==> src/rtl/tftp_rse_pkg.sv <==
// ----------------------------------------------------------------------------
// TFTP read sender engine package
// Shared types, codes and constants of the sender engine.
// ----------------------------------------------------------------------------
package tftp_rse_pkg;

   // Event queue between front and back
   localparam int unsigned QUEUE_DEPTH = 2;
   localparam int unsigned QIDX_W      = (QUEUE_DEPTH > 1) ? $clog2(QUEUE_DEPTH) : 1;
   localparam int unsigned QCNT_W      = $clog2(QUEUE_DEPTH + 1);

   // Register file
   localparam int unsigned CSR_ADDR_W = 3;
   localparam logic CSR_BLOCK_SIZE  = 1'b0;
   localparam logic CSR_RETRY_LIMIT = 1'b1;

   localparam logic [15:0] BLOCK_SIZE_RESET  = 16'd512;
   localparam logic [7:0]  RETRY_LIMIT_RESET = 8'd5;

   // Protocol constants
   localparam logic [15:0] OP_ACK      = 16'd4;
   localparam logic [15:0] BLOCK_ANY   = 16'hffff;
   localparam logic [3:0]  STRAY_LIMIT = 4'd10;

   typedef enum logic [1:0] {
      KIND_START   = 2'd0,
      KIND_CHUNK   = 2'd1,
      KIND_PACKET  = 2'd2,
      KIND_TIMEOUT = 2'd3
   } kind_type;

   typedef enum logic [2:0] {
      ACT_NONE   = 3'd0,
      ACT_FETCH  = 3'd1,
      ACT_SEND   = 3'd2,
      ACT_RESEND = 3'd3,
      ACT_NAK    = 3'd4,
      ACT_DONE   = 3'd5,
      ACT_ABORT  = 3'd6,
      ACT_GAVEUP = 3'd7
   } action_type;

   // Classified event, as handed from front to back
   typedef struct packed {
      kind_type    kind;
      logic        with_options;
      logic        read_error;
      logic [15:0] length;        // chunk length, already clamped
      logic        is_ack;
      logic        block_any;
      logic [15:0] packet_block;
   } event_type;

   typedef struct packed {
      action_type  action;
      logic [15:0] block_number;
      logic [15:0] send_length;
   } result_type;

endpackage

==> src/rtl/tftp_rse_ifs.sv <==
// ----------------------------------------------------------------------------
// TFTP read sender engine channels
// Valid/ready channels for events in and actions out.
// ----------------------------------------------------------------------------
interface tftp_rse_req_if;
   logic        valid;
   logic        ready;
   logic [1:0]  kind;
   logic        with_options;
   logic [15:0] chunk_length;
   logic        read_error;
   logic [15:0] packet_opcode;
   logic [15:0] packet_block;

   modport source (
      output valid, kind, with_options, chunk_length, read_error,
             packet_opcode, packet_block,
      input  ready
   );
   modport sink (
      input  valid, kind, with_options, chunk_length, read_error,
             packet_opcode, packet_block,
      output ready
   );
endinterface

interface tftp_rse_rsp_if;
   logic        valid;
   logic        ready;
   logic [2:0]  action;
   logic [15:0] block_number;
   logic [15:0] send_length;

   modport source (
      output valid, action, block_number, send_length,
      input  ready
   );
   modport sink (
      input  valid, action, block_number, send_length,
      output ready
   );
endinterface

==> src/rtl/tftp_rse_front.sv <==
// ----------------------------------------------------------------------------
// TFTP read sender engine front
// Accept event beats, decode kind and opcode, clamp the chunk length.
// ----------------------------------------------------------------------------
module tftp_rse_front (
   tftp_rse_req_if.sink           req,
   input  logic [15:0]            block_size,
   input  logic                   queue_ready,
   output logic                   queue_push,
   output tftp_rse_pkg::event_type queue_event
);

   assign req.ready  = queue_ready;
   assign queue_push = req.valid & queue_ready;

   always_comb begin
      queue_event.kind         = tftp_rse_pkg::kind_type'(req.kind);
      queue_event.with_options = req.with_options;
      queue_event.read_error   = req.read_error;
      // clamp oversize chunks to the block size
      queue_event.length       = (req.chunk_length > block_size) ? block_size
                                                                 : req.chunk_length;
      queue_event.is_ack       = (req.packet_opcode == tftp_rse_pkg::OP_ACK);
      queue_event.block_any    = (req.packet_block == tftp_rse_pkg::BLOCK_ANY);
      queue_event.packet_block = req.packet_block;
   end

endmodule

==> src/rtl/tftp_rse_queue.sv <==
// ----------------------------------------------------------------------------
// TFTP read sender engine queue
// Short FIFO of classified events between front and back.
// ----------------------------------------------------------------------------
module tftp_rse_queue (
   input  logic                    clock,
   input  logic                    reset,
   input  logic                    push,
   input  tftp_rse_pkg::event_type push_event,
   output logic                    ready,
   input  logic                    pop,
   output logic                    valid,
   output tftp_rse_pkg::event_type head_event
);

   localparam int unsigned QD = tftp_rse_pkg::QUEUE_DEPTH;
   localparam int unsigned IW = tftp_rse_pkg::QIDX_W;
   localparam int unsigned CW = tftp_rse_pkg::QCNT_W;

   tftp_rse_pkg::event_type entry_ff [QD];
   logic [IW-1:0] wr_ptr_ff, wr_ptr_in;
   logic [IW-1:0] rd_ptr_ff, rd_ptr_in;
   logic [CW-1:0] count_ff, count_in;

   logic do_push, do_pop;

   assign ready      = (count_ff != CW'(QD));
   assign valid      = (count_ff != '0);
   assign head_event = entry_ff[rd_ptr_ff];
   assign do_push    = push & ready;
   assign do_pop     = pop & valid;

   always_comb begin
      wr_ptr_in = wr_ptr_ff;
      rd_ptr_in = rd_ptr_ff;
      count_in  = count_ff;
      if (do_push) begin
         wr_ptr_in = (wr_ptr_ff == IW'(QD - 1)) ? '0 : wr_ptr_ff + 1'b1;
      end
      if (do_pop) begin
         rd_ptr_in = (rd_ptr_ff == IW'(QD - 1)) ? '0 : rd_ptr_ff + 1'b1;
      end
      if (do_push && !do_pop) begin
         count_in = count_ff + 1'b1;
      end else if (do_pop && !do_push) begin
         count_in = count_ff - 1'b1;
      end
   end

   always_ff @(posedge clock) begin
      if (reset) begin
         wr_ptr_ff <= '0;
         rd_ptr_ff <= '0;
         count_ff  <= '0;
      end else begin
         wr_ptr_ff <= wr_ptr_in;
         rd_ptr_ff <= rd_ptr_in;
         count_ff  <= count_in;
      end
   end

   always_ff @(posedge clock) begin
      if (do_push) begin
         entry_ff[wr_ptr_ff] <= push_event;
      end
   end

   a_count_bound: assert property (@(posedge clock) disable iff (reset)
      count_ff <= CW'(QD))
      else $error("queue count above depth");

endmodule

==> src/rtl/tftp_rse_back.sv <==
// ----------------------------------------------------------------------------
// TFTP read sender engine back
// Run the transfer state machine on each event and register one action.
// ----------------------------------------------------------------------------
module tftp_rse_back (
   input  logic                    clock,
   input  logic                    reset,
   input  logic [15:0]             block_size,
   input  logic [7:0]              retry_limit,
   input  logic                    queue_valid,
   input  tftp_rse_pkg::event_type queue_event,
   output logic                    queue_pop,
   tftp_rse_rsp_if.source          rsp
);

   typedef enum logic [3:0] {
      PH_IDLE  = 4'b0001,
      PH_OACK  = 4'b0010,
      PH_CHUNK = 4'b0100,
      PH_DATA  = 4'b1000
   } phase_type;

   typedef enum logic [1:0] {
      J_ACCEPT = 2'd0,
      J_RESEND = 2'd1,
      J_ERROR  = 2'd2,
      J_IGNORE = 2'd3
   } judge_type;

   phase_type   phase_ff, phase_in;
   logic [15:0] cur_block_ff, cur_block_in;
   logic [15:0] last_len_ff, last_len_in;
   logic [7:0]  resend_cnt_ff, resend_cnt_in;
   logic [3:0]  stray_cnt_ff, stray_cnt_in;

   logic                     rsp_valid_ff, rsp_valid_in;
   tftp_rse_pkg::result_type rsp_data_ff, rsp_data_in;

   logic        advance;
   logic [15:0] next_block;
   logic [3:0]  stray_inc;
   logic        ack_hit;
   judge_type   judge;

   assign advance    = queue_valid & (~rsp_valid_ff | rsp.ready);
   assign queue_pop  = advance;
   assign next_block = cur_block_ff + 16'd1;
   assign stray_inc  = stray_cnt_ff + 4'd1;
   assign ack_hit    = (queue_event.packet_block == cur_block_ff) ||
                       (queue_event.packet_block == next_block);

   always_comb begin
      if (queue_event.kind == tftp_rse_pkg::KIND_TIMEOUT) begin
         judge = J_RESEND;
      end else if (!queue_event.is_ack) begin
         judge = J_ERROR;
      end else if (ack_hit) begin
         judge = J_ACCEPT;
      end else if (queue_event.block_any) begin
         judge = J_RESEND;
      end else if (stray_inc >= tftp_rse_pkg::STRAY_LIMIT) begin
         judge = J_RESEND;
      end else begin
         judge = J_IGNORE;
      end
   end

   always_comb begin
      phase_in      = phase_ff;
      cur_block_in  = cur_block_ff;
      last_len_in   = last_len_ff;
      resend_cnt_in = resend_cnt_ff;
      stray_cnt_in  = stray_cnt_ff;
      rsp_valid_in  = rsp_valid_ff & ~rsp.ready;
      rsp_data_in   = rsp_data_ff;

      if (advance) begin
         rsp_valid_in             = 1'b1;
         rsp_data_in.action       = tftp_rse_pkg::ACT_NONE;
         rsp_data_in.block_number = '0;
         rsp_data_in.send_length  = '0;
         case (queue_event.kind)
            tftp_rse_pkg::KIND_START: begin
               last_len_in   = '0;
               resend_cnt_in = '0;
               stray_cnt_in  = '0;
               if (queue_event.with_options) begin
                  cur_block_in = '0;
                  phase_in     = PH_OACK;
               end else begin
                  cur_block_in             = 16'd1;
                  phase_in                 = PH_CHUNK;
                  rsp_data_in.action       = tftp_rse_pkg::ACT_FETCH;
                  rsp_data_in.block_number = 16'd1;
               end
            end
            tftp_rse_pkg::KIND_CHUNK: begin
               if (phase_ff == PH_CHUNK) begin
                  if (queue_event.read_error) begin
                     rsp_data_in.action = tftp_rse_pkg::ACT_NAK;
                     phase_in           = PH_IDLE;
                  end else begin
                     last_len_in              = queue_event.length;
                     resend_cnt_in            = '0;
                     stray_cnt_in             = '0;
                     phase_in                 = PH_DATA;
                     rsp_data_in.action       = tftp_rse_pkg::ACT_SEND;
                     rsp_data_in.block_number = cur_block_ff;
                     rsp_data_in.send_length  = queue_event.length;
                  end
               end
            end
            tftp_rse_pkg::KIND_PACKET, tftp_rse_pkg::KIND_TIMEOUT: begin
               if (phase_ff == PH_OACK || phase_ff == PH_DATA) begin
                  // a stray ack bumps the count, unless the resend it forces clears it again
                  if (queue_event.kind == tftp_rse_pkg::KIND_PACKET && queue_event.is_ack
                      && !ack_hit && !queue_event.block_any) begin
                     stray_cnt_in = stray_inc;
                  end
                  case (judge)
                     J_ERROR: begin
                        rsp_data_in.action = tftp_rse_pkg::ACT_ABORT;
                        phase_in           = PH_IDLE;
                     end
                     J_ACCEPT: begin
                        if (phase_ff == PH_DATA && last_len_ff != block_size) begin
                           rsp_data_in.action = tftp_rse_pkg::ACT_DONE;
                           phase_in           = PH_IDLE;
                        end else begin
                           cur_block_in             = next_block;
                           stray_cnt_in             = '0;
                           phase_in                 = PH_CHUNK;
                           rsp_data_in.action       = tftp_rse_pkg::ACT_FETCH;
                           rsp_data_in.block_number = next_block;
                        end
                     end
                     J_RESEND: begin
                        if (phase_ff == PH_DATA && resend_cnt_ff < retry_limit) begin
                           resend_cnt_in            = resend_cnt_ff + 8'd1;
                           stray_cnt_in             = '0;
                           rsp_data_in.action       = tftp_rse_pkg::ACT_RESEND;
                           rsp_data_in.block_number = cur_block_ff;
                           rsp_data_in.send_length  = last_len_ff;
                        end else begin
                           rsp_data_in.action = tftp_rse_pkg::ACT_GAVEUP;
                           phase_in           = PH_IDLE;
                        end
                     end
                     default: begin
                        rsp_data_in.action = tftp_rse_pkg::ACT_NONE;
                     end
                  endcase
               end
            end
            default: begin
               rsp_data_in.action = tftp_rse_pkg::ACT_NONE;
            end
         endcase
      end
   end

   always_ff @(posedge clock) begin
      if (reset) begin
         phase_ff      <= PH_IDLE;
         cur_block_ff  <= '0;
         last_len_ff   <= '0;
         resend_cnt_ff <= '0;
         stray_cnt_ff  <= '0;
         rsp_valid_ff  <= 1'b0;
      end else begin
         phase_ff      <= phase_in;
         cur_block_ff  <= cur_block_in;
         last_len_ff   <= last_len_in;
         resend_cnt_ff <= resend_cnt_in;
         stray_cnt_ff  <= stray_cnt_in;
         rsp_valid_ff  <= rsp_valid_in;
      end
   end

   always_ff @(posedge clock) begin
      rsp_data_ff <= rsp_data_in;
   end

   assign rsp.valid        = rsp_valid_ff;
   assign rsp.action       = rsp_data_ff.action;
   assign rsp.block_number = rsp_data_ff.block_number;
   assign rsp.send_length  = rsp_data_ff.send_length;

   a_fetch_waits_chunk: assert property (@(posedge clock) disable iff (reset)
      advance && rsp_data_in.action == tftp_rse_pkg::ACT_FETCH |=> phase_ff == PH_CHUNK)
      else $error("fetch issued without entering chunk wait");

   a_final_goes_idle: assert property (@(posedge clock) disable iff (reset)
      advance && (rsp_data_in.action == tftp_rse_pkg::ACT_DONE ||
                  rsp_data_in.action == tftp_rse_pkg::ACT_ABORT ||
                  rsp_data_in.action == tftp_rse_pkg::ACT_NAK ||
                  rsp_data_in.action == tftp_rse_pkg::ACT_GAVEUP)
      |=> phase_ff == PH_IDLE)
      else $error("terminal action left the transfer running");

   a_send_enters_data: assert property (@(posedge clock) disable iff (reset)
      advance && rsp_data_in.action == tftp_rse_pkg::ACT_SEND
      |=> phase_ff == PH_DATA && last_len_ff == $past(queue_event.length))
      else $error("send did not latch the chunk length");

   a_send_len_bound: assert property (@(posedge clock) disable iff (reset)
      rsp_valid_ff && rsp_data_ff.action == tftp_rse_pkg::ACT_SEND
      |-> rsp_data_ff.send_length <= block_size)
      else $error("send length above block size");

endmodule

==> src/rtl/tftp_read_sender_engine.sv <==
// ----------------------------------------------------------------------------
// TFTP read sender engine
// Lockstep DATA/ACK sender of a TFTP read transfer: one action per event.
// ----------------------------------------------------------------------------
//  channel  dir  handshake           beat contents
//  req      in   valid/ready         kind, with_options, chunk_length,
//                                    read_error, packet_opcode, packet_block
//  rsp      out  valid/ready         action, block_number, send_length
//  csr      in   APB psel/penable    block_size (0x0), retry_limit (0x4)
//
//  One event beat per cycle sustained while rsp is not stalled; an event's
//  action passes the queue write, then the state update into the rsp register.
//  The front decodes and clamps into a two-entry queue; the back updates the
//  transfer state and fills the rsp register, so either side stalls alone.
//  Synchronous reset: phase idle, counters zero, block_size 512, retry 5.
//  req.ready drops only when the queue is full behind a stalled rsp.
// ----------------------------------------------------------------------------
module tftp_read_sender_engine (
   input  logic                                 clock,
   input  logic                                 reset,
   tftp_rse_req_if.sink                         req,
   tftp_rse_rsp_if.source                       rsp,
   input  logic                                 psel,
   input  logic                                 penable,
   input  logic                                 pwrite,
   input  logic [tftp_rse_pkg::CSR_ADDR_W-1:0]  paddr,
   input  logic [31:0]                          pwdata,
   output logic [31:0]                          prdata,
   output logic                                 pready
);

   // Configuration registers
   logic [15:0] block_size_ff;
   logic [7:0]  retry_limit_ff;
   logic        csr_write;
   logic        csr_index;

   // Front to queue, queue to back
   logic                    queue_ready;
   logic                    queue_push;
   tftp_rse_pkg::event_type front_event;
   logic                    queue_valid;
   logic                    queue_pop;
   tftp_rse_pkg::event_type head_event;

   // APB: zero-wait, write lands at the access phase
   assign pready    = 1'b1;
   assign csr_write = psel & penable & pwrite;
   assign csr_index = paddr[2];

   always_ff @(posedge clock) begin
      if (reset) begin
         block_size_ff  <= tftp_rse_pkg::BLOCK_SIZE_RESET;
         retry_limit_ff <= tftp_rse_pkg::RETRY_LIMIT_RESET;
      end else if (csr_write) begin
         if (csr_index == tftp_rse_pkg::CSR_BLOCK_SIZE) begin
            block_size_ff <= pwdata[15:0];
         end else begin
            retry_limit_ff <= pwdata[7:0];
         end
      end
   end

   // Read back the addressed register, zero-extended
   always_comb begin
      if (csr_index == tftp_rse_pkg::CSR_BLOCK_SIZE) begin
         prdata = {16'd0, block_size_ff};
      end else begin
         prdata = {24'd0, retry_limit_ff};
      end
   end

   // Decode and clamp incoming event beats
   tftp_rse_front u_front (
      .req         (req),
      .block_size  (block_size_ff),
      .queue_ready (queue_ready),
      .queue_push  (queue_push),
      .queue_event (front_event)
   );

   // Decouple front from back
   tftp_rse_queue u_queue (
      .clock      (clock),
      .reset      (reset),
      .push       (queue_push),
      .push_event (front_event),
      .ready      (queue_ready),
      .pop        (queue_pop),
      .valid      (queue_valid),
      .head_event (head_event)
   );

   // Advance the transfer and hold the action until rsp takes it
   tftp_rse_back u_back (
      .clock       (clock),
      .reset       (reset),
      .block_size  (block_size_ff),
      .retry_limit (retry_limit_ff),
      .queue_valid (queue_valid),
      .queue_event (head_event),
      .queue_pop   (queue_pop),
      .rsp         (rsp)
   );

endmodule
==> src/flat_wrapper.sv <==
// flat-port wrapper written by rule: the top's interface ports become plain ports
module tftp_read_sender_engine_flat 
  (clock, reset, psel, penable, pwrite, paddr, pwdata, prdata, pready, req_valid, req_kind, req_with_options, req_chunk_length, req_read_error, req_packet_opcode, req_packet_block, req_ready, rsp_valid, rsp_action, rsp_block_number, rsp_send_length, rsp_ready);
  tftp_rse_req_if req_i ();
  tftp_rse_rsp_if rsp_i ();
  input  logic clock;
  input  logic reset;
  input  logic psel;
  input  logic penable;
  input  logic pwrite;
  input  logic [tftp_rse_pkg::CSR_ADDR_W-1:0] paddr;
  input  logic [31:0] pwdata;
  output logic [31:0] prdata;
  output logic pready;
  input wire logic [$bits(req_i.valid)-1:0] req_valid;
  input wire logic [$bits(req_i.kind)-1:0] req_kind;
  input wire logic [$bits(req_i.with_options)-1:0] req_with_options;
  input wire logic [$bits(req_i.chunk_length)-1:0] req_chunk_length;
  input wire logic [$bits(req_i.read_error)-1:0] req_read_error;
  input wire logic [$bits(req_i.packet_opcode)-1:0] req_packet_opcode;
  input wire logic [$bits(req_i.packet_block)-1:0] req_packet_block;
  output wire logic [$bits(req_i.ready)-1:0] req_ready;
  output wire logic [$bits(rsp_i.valid)-1:0] rsp_valid;
  output wire logic [$bits(rsp_i.action)-1:0] rsp_action;
  output wire logic [$bits(rsp_i.block_number)-1:0] rsp_block_number;
  output wire logic [$bits(rsp_i.send_length)-1:0] rsp_send_length;
  input wire logic [$bits(rsp_i.ready)-1:0] rsp_ready;
  assign req_i.valid = req_valid;
  assign req_i.kind = req_kind;
  assign req_i.with_options = req_with_options;
  assign req_i.chunk_length = req_chunk_length;
  assign req_i.read_error = req_read_error;
  assign req_i.packet_opcode = req_packet_opcode;
  assign req_i.packet_block = req_packet_block;
  assign req_ready = req_i.ready;
  assign rsp_valid = rsp_i.valid;
  assign rsp_action = rsp_i.action;
  assign rsp_block_number = rsp_i.block_number;
  assign rsp_send_length = rsp_i.send_length;
  assign rsp_i.ready = rsp_ready;
  tftp_read_sender_engine u_core (.clock(clock), .reset(reset), .req(req_i), .rsp(rsp_i), .psel(psel), .penable(penable), .pwrite(pwrite), .paddr(paddr), .pwdata(pwdata), .prdata(prdata), .pready(pready));
endmodule
==> config.mk <==
export PLATFORM = sky130hd
export DESIGN_NAME = tftp_read_sender_engine_flat
export DESIGN_NICKNAME = d
export VERILOG_FILES = /design/src/rtl/tftp_rse_pkg.sv /design/src/rtl/tftp_rse_ifs.sv /design/src/rtl/tftp_rse_front.sv /design/src/rtl/tftp_rse_queue.sv /design/src/rtl/tftp_rse_back.sv /design/src/rtl/tftp_read_sender_engine.sv /design/src/flat_wrapper.sv
export SDC_FILE = /design/constraint.sdc
export NUM_CORES = 1
export LEC_CHECK = 0
export BUFFER_PORTS_ARGS = -buffer_cell sky130_fd_sc_hd__buf_2
export CORE_MARGIN = 5
export CORE_UTILIZATION = 50
export CTS_CLUSTER_SIZE = 14
export DETAILED_ROUTE_END_ITERATION = 8
export PLACE_DENSITY = 0.77
export SKIP_LAST_GASP = 1
export SLEW_MARGIN = 30
export SYNTH_ARGS = -nofsm -noshare
export SYNTH_HDL_FRONTEND = slang
export SYNTH_SLANG_ARGS = --single-unit
export TNS_END_PERCENT = 5
==> constraint.sdc <==
create_clock -name clock -period 11.7 [get_ports clock]
set_input_delay 1.755 -clock clock [delete_from_list [all_inputs] [get_ports clock]]
set_output_delay 1.755 -clock clock [all_outputs]
set_load 0.01 [all_outputs]
==> summary.txt <==
Status = finished clean
Vias per cell = 5.48
Root buffer cell = clkbuf_16
Vias = 7290
Syn. warnings = 0
#FFs+latches synth = 189
Fin. Hold Viols = 0
Gr ovfl total = 0
Synth Area in Simple Gates = 0.155
GRT Max-Usage Layer = met2
TritonCTS buffer count = 17
Max-Cap Viols = 0
Slew @ Worst Pin = 0.871 ns
CP max-delay cell = nor4_2
Wirelength per Cell = 16.5 µm
Die width = 149 µm
Multiplexer share of the synthesized area = 0.0622
DRT Pass-1 Iters = 5
H-tree Lvls = 4
GP Congestion = 0.858
# nets final = 1183
Worst-Skew Late Latency = 0.43 ns
DRC Markers = 0
Critical path endpoint = u_core.u_back.cur_block_ff[3]
P_leak = 4.11 nW
Post-DP HPWL = 15.4 mm
Antenna violations before repair = 0
Min Clock Period, post-route = 5.23 ns
# setup viols final = 0
Required time of the critical path = 12.06 ns
Power Dens Cells = 176 nW/µm²
Synth cell types = 65
Bufs on Longest Clock Path = 2
Worst hold slack = 0.474 ns
Reg-to-reg slack, setup = 6.47 ns
Post-Syn Area per Cell = 10.1 µm²
Sink Count = 189
EDFF count, synth = 111
Worst VDD drop = 0.105 mV
Crit-path max FO = 18
RSZ-0062 raised after global routing = no
Worst reg2reg path depth = 16
Vias in the first global route = 6974
Critical path launch point type = flip-flop
FF-to-FF Start = u_core.u_back.cur_block_ff[0]
# Post-CTS Setup Buffers = 0
Clk_skew = 0.0146 ns
Max stage delay on crit path = 0.62 ns
Reg clk slew, reported paths = 0.07 ns
Hold_buf cts = 0
Class of the worst hold path = flip-flop to flip-flop
Synth Area in Compound Gates = 0.125
RR Endpoint = u_core.u_back.cur_block_ff[3]
Buf/Inv on CP = 0
Ordered cell list for the critical path = ha_1 > nand3_1 > nor4_2 > and3b_1 > o22ai_1 > a211oi_1 > a21o_1 > a21o_1 > ha_1 > nor2_1 > or2_1 > or2_2 > nor2_2 > a21o_1 > a21oi_1 > nor2_1
Grt met3 use = 0.0383
Worst Path Arrival = 5.58 ns
TritonCTS clock tree = yes
Setup TNS = 0 ns
Total of cells resized after clock tree synthesis = 0
Total core area = 18800 µm²
Tot Pwr = 1.93 mW
Final wirelength = 22.0 mm
Share of layout cells above drive strength 1 = 0.193
IO Pins = 164
Worst Setup SP = u_core.u_back.cur_block_ff[0]
CP delay by family, top = simple AND/OR/NAND/NOR gates
Port Buffer Count = 128
GRT Overall Usage = 0.197
Most frequent CP cell = a21o_1
GRT met2 Usage = 0.328
Critical path class = flip-flop to flip-flop
Post-synthesis cell count = 953
Die area = 22100 µm²
Rel. slew slack = 0.419
P&R area growth vs syn = 13.5%
Final period util = 0.447
Antenna Violating Nets Remaining = 0
XOR/XNOR share of the synthesized area = 0.0529
Max-slew violations = 0
Sequential area share after synthesis = 0.508
CP Depth = 16
Asr flop ratio synth = 0
GR Util met1 = 0.267
Largest net degree at the start of global routing = 71
Iteration-0 DRC count of the detailed router = 531
Adder-Cell Fraction of Synth Area = 0.0403
Diodes inserted = 0
Synthesized area = 9630 µm²
Fmax achieved = 191 MHz
Largest family of logic cells by synthesized area = simple AND/OR/NAND/NOR gates
First-pass GRT wire length = 35.3 mm
Chip height = 149 µm
Starting Density = 0.511
Worst setup EP type = flip-flop
Synth Flop Type = edfxtp_1
Row count = 50
## per-layer routing
| layer | vias to the layer above | part of all wire |
|---|---|---|
| met4 | 0 | 0.015 |
| li1 | 3580 | - |
| met2 | 279 | 0.48 |
| met3 | 28 | 0.069 |
| met5 | - | 0 |
| met1 | 3403 | 0.43 |
## worst min path at each step
stage / startpoint / end / slack (ns) / depth (start not counted)
after CTS: u_core.retry_limit_ff[1] / u_core.retry_limit_ff[1] / 0.48 / 2
after global routing: u_core.retry_limit_ff[5] / u_core.retry_limit_ff[5] / 0.51 / 2
after floorplan: u_core.retry_limit_ff[1] / u_core.retry_limit_ff[1] / 0.45 / 2
after global placement: u_core.u_back.stray_cnt_ff[3] / u_core.u_back.stray_cnt_ff[3] / 0.46 / 2
after detailed placement: u_core.retry_limit_ff[1] / u_core.retry_limit_ff[1] / 0.47 / 2
final: u_core.retry_limit_ff[1] / u_core.retry_limit_ff[1] / 0.47 / 2
## flip-flops by register name, summed over array words and instances (netlist names), named ones only
register,flops
u_core.u_queue.entry_ff,76
u_core.block_size_ff,16
u_core.u_back.cur_block_ff,16
u_core.u_back.last_len_ff,16
u_core.u_back.rsp.block_number,16
u_core.u_back.rsp.send_length,16
u_core.retry_limit_ff,8
u_core.u_back.resend_cnt_ff,8
u_core.u_back.phase_ff,4
u_core.u_back.stray_cnt_ff,4
u_core.u_back.rsp.action,3
u_core.u_queue.count_ff,2
u_core.u_back.rsp.valid,1
u_core.u_queue.rd_ptr_ff,1
u_core.u_queue.wr_ptr_ff,1
## worst min-delay path, delay by kind of cell (launching register included)
| family | cells | cell delay [ns] |
|---|---|---|
| flops | 1 | 0.32 |
| simple gates | 1 | 0.05 |
| compound gates | 1 | 0.05 |
## per-stage QoR
| step | std cells | utilization | instance area [µm²] | setup slack (ns) |
|---|---|---|---|---|
| 2_1_floorplan | 968 | - | 9690 | 7.40 |
| 3_3_place_gp | 1298 | 0.551 | 10400 | 6.48 |
| 3_5_place_dp | 1298 | 0.551 | 10400 | 6.65 |
| 4_1_cts | 1330 | 0.580 | 10900 | 6.59 |
| 5_1_grt | 1331 | 0.581 | 10900 | 6.12 |
| 6_report | 1331 | 0.581 | 10900 | 6.47 |
## layout by cell type (no fill, tap or decap), types with 3 or more instances in the layout
master     Yosys  routed
o21a_1         5       5
mux2i_1       36      36
nand4_1       20      20
xor2_1        14      14
nor3_1        13      13
xnor2_1       39      39
dfxtp_1       78      77
and3_1         7       6
nor2b_1        4       4
nor4_1        11      11
edfxtp_1     111     111
o21ai_0       65      64
o31a_1        15      15
buf_2         10     128
o22ai_1       10      10
nor2_1        85      82
nand2_1      105     105
inv_6          0       5
and4_1         3       3
and2_1         4       4
a211o_1        3       3
a21o_1        14      14
inv_1         46      46
or3_1         11      11
conb_1         2      17
a22oi_1        3       3
buf_4         17       8
mux2_2        20      20
nand2b_1       8       8
clkinv_1       0       3
nor2_2         1       3
clkbuf_16      0      17
nand3_1       19      19
o211ai_1       5       5
a21oi_1       59      59
o31ai_1        7       7
inv_8          0       3
ha_1          31      31
## where the power goes
group / leakage (nW) / internal, mW / switching [mW]
combinational: 2.15 / 0.187 / 0.332
sequential: 1.69 / 0.828 / 0.0354
clock: 0.272 / 0.284 / 0.260
total: 4.11 / 1.30 / 0.628
## logic make-up after synthesis
kind of cell    Yosys count
fa+ha+maj                31
compound gates          198
other cells               2
mux                      57
flops                   189
simple gates            309
buf+inv                 112
xor+xnor                 55
## final cells by class
class                           count  area, µm²
Inverter                           46        173
Clock buffer                       19        443
Tap cell                          260        325
Clock inverter                     13        106
Sequential cell                   189       4900
Timing Repair Buffer              137        708
Multi-Input combinational cell    667       4290
Fill cell                        1583       7890
## cell usage after synthesis (5+ instances only)
master | count | share of area
nor3_1 | 13 | 0.0068
and3_1 | 7 | 0.0045
o21a_1 | 5 | 0.0039
nor2_1 | 85 | 0.033
dfxtp_1 | 78 | 0.16
inv_1 | 46 | 0.018
a21oi_1 | 59 | 0.031
o211ai_1 | 5 | 0.0039
a21o_1 | 14 | 0.011
xnor2_1 | 39 | 0.035
mux2i_1 | 36 | 0.037
mux2_2 | 20 | 0.023
nor4_1 | 11 | 0.0071
o31a_1 | 15 | 0.014
ha_1 | 31 | 0.040
nand2_1 | 105 | 0.041
nand3_1 | 19 | 0.0099
o22ai_1 | 10 | 0.0065
or3_1 | 11 | 0.0071
buf_4 | 17 | 0.013
edfxtp_1 | 111 | 0.35
buf_2 | 10 | 0.0052
clkbuf_1 | 29 | 0.011
o31ai_1 | 7 | 0.0055
o21ai_0 | 65 | 0.034
xor2_1 | 14 | 0.013
nand4_1 | 20 | 0.013
nand2b_1 | 8 | 0.0052
Note: power is estimated with default switching activity, not from simulation.
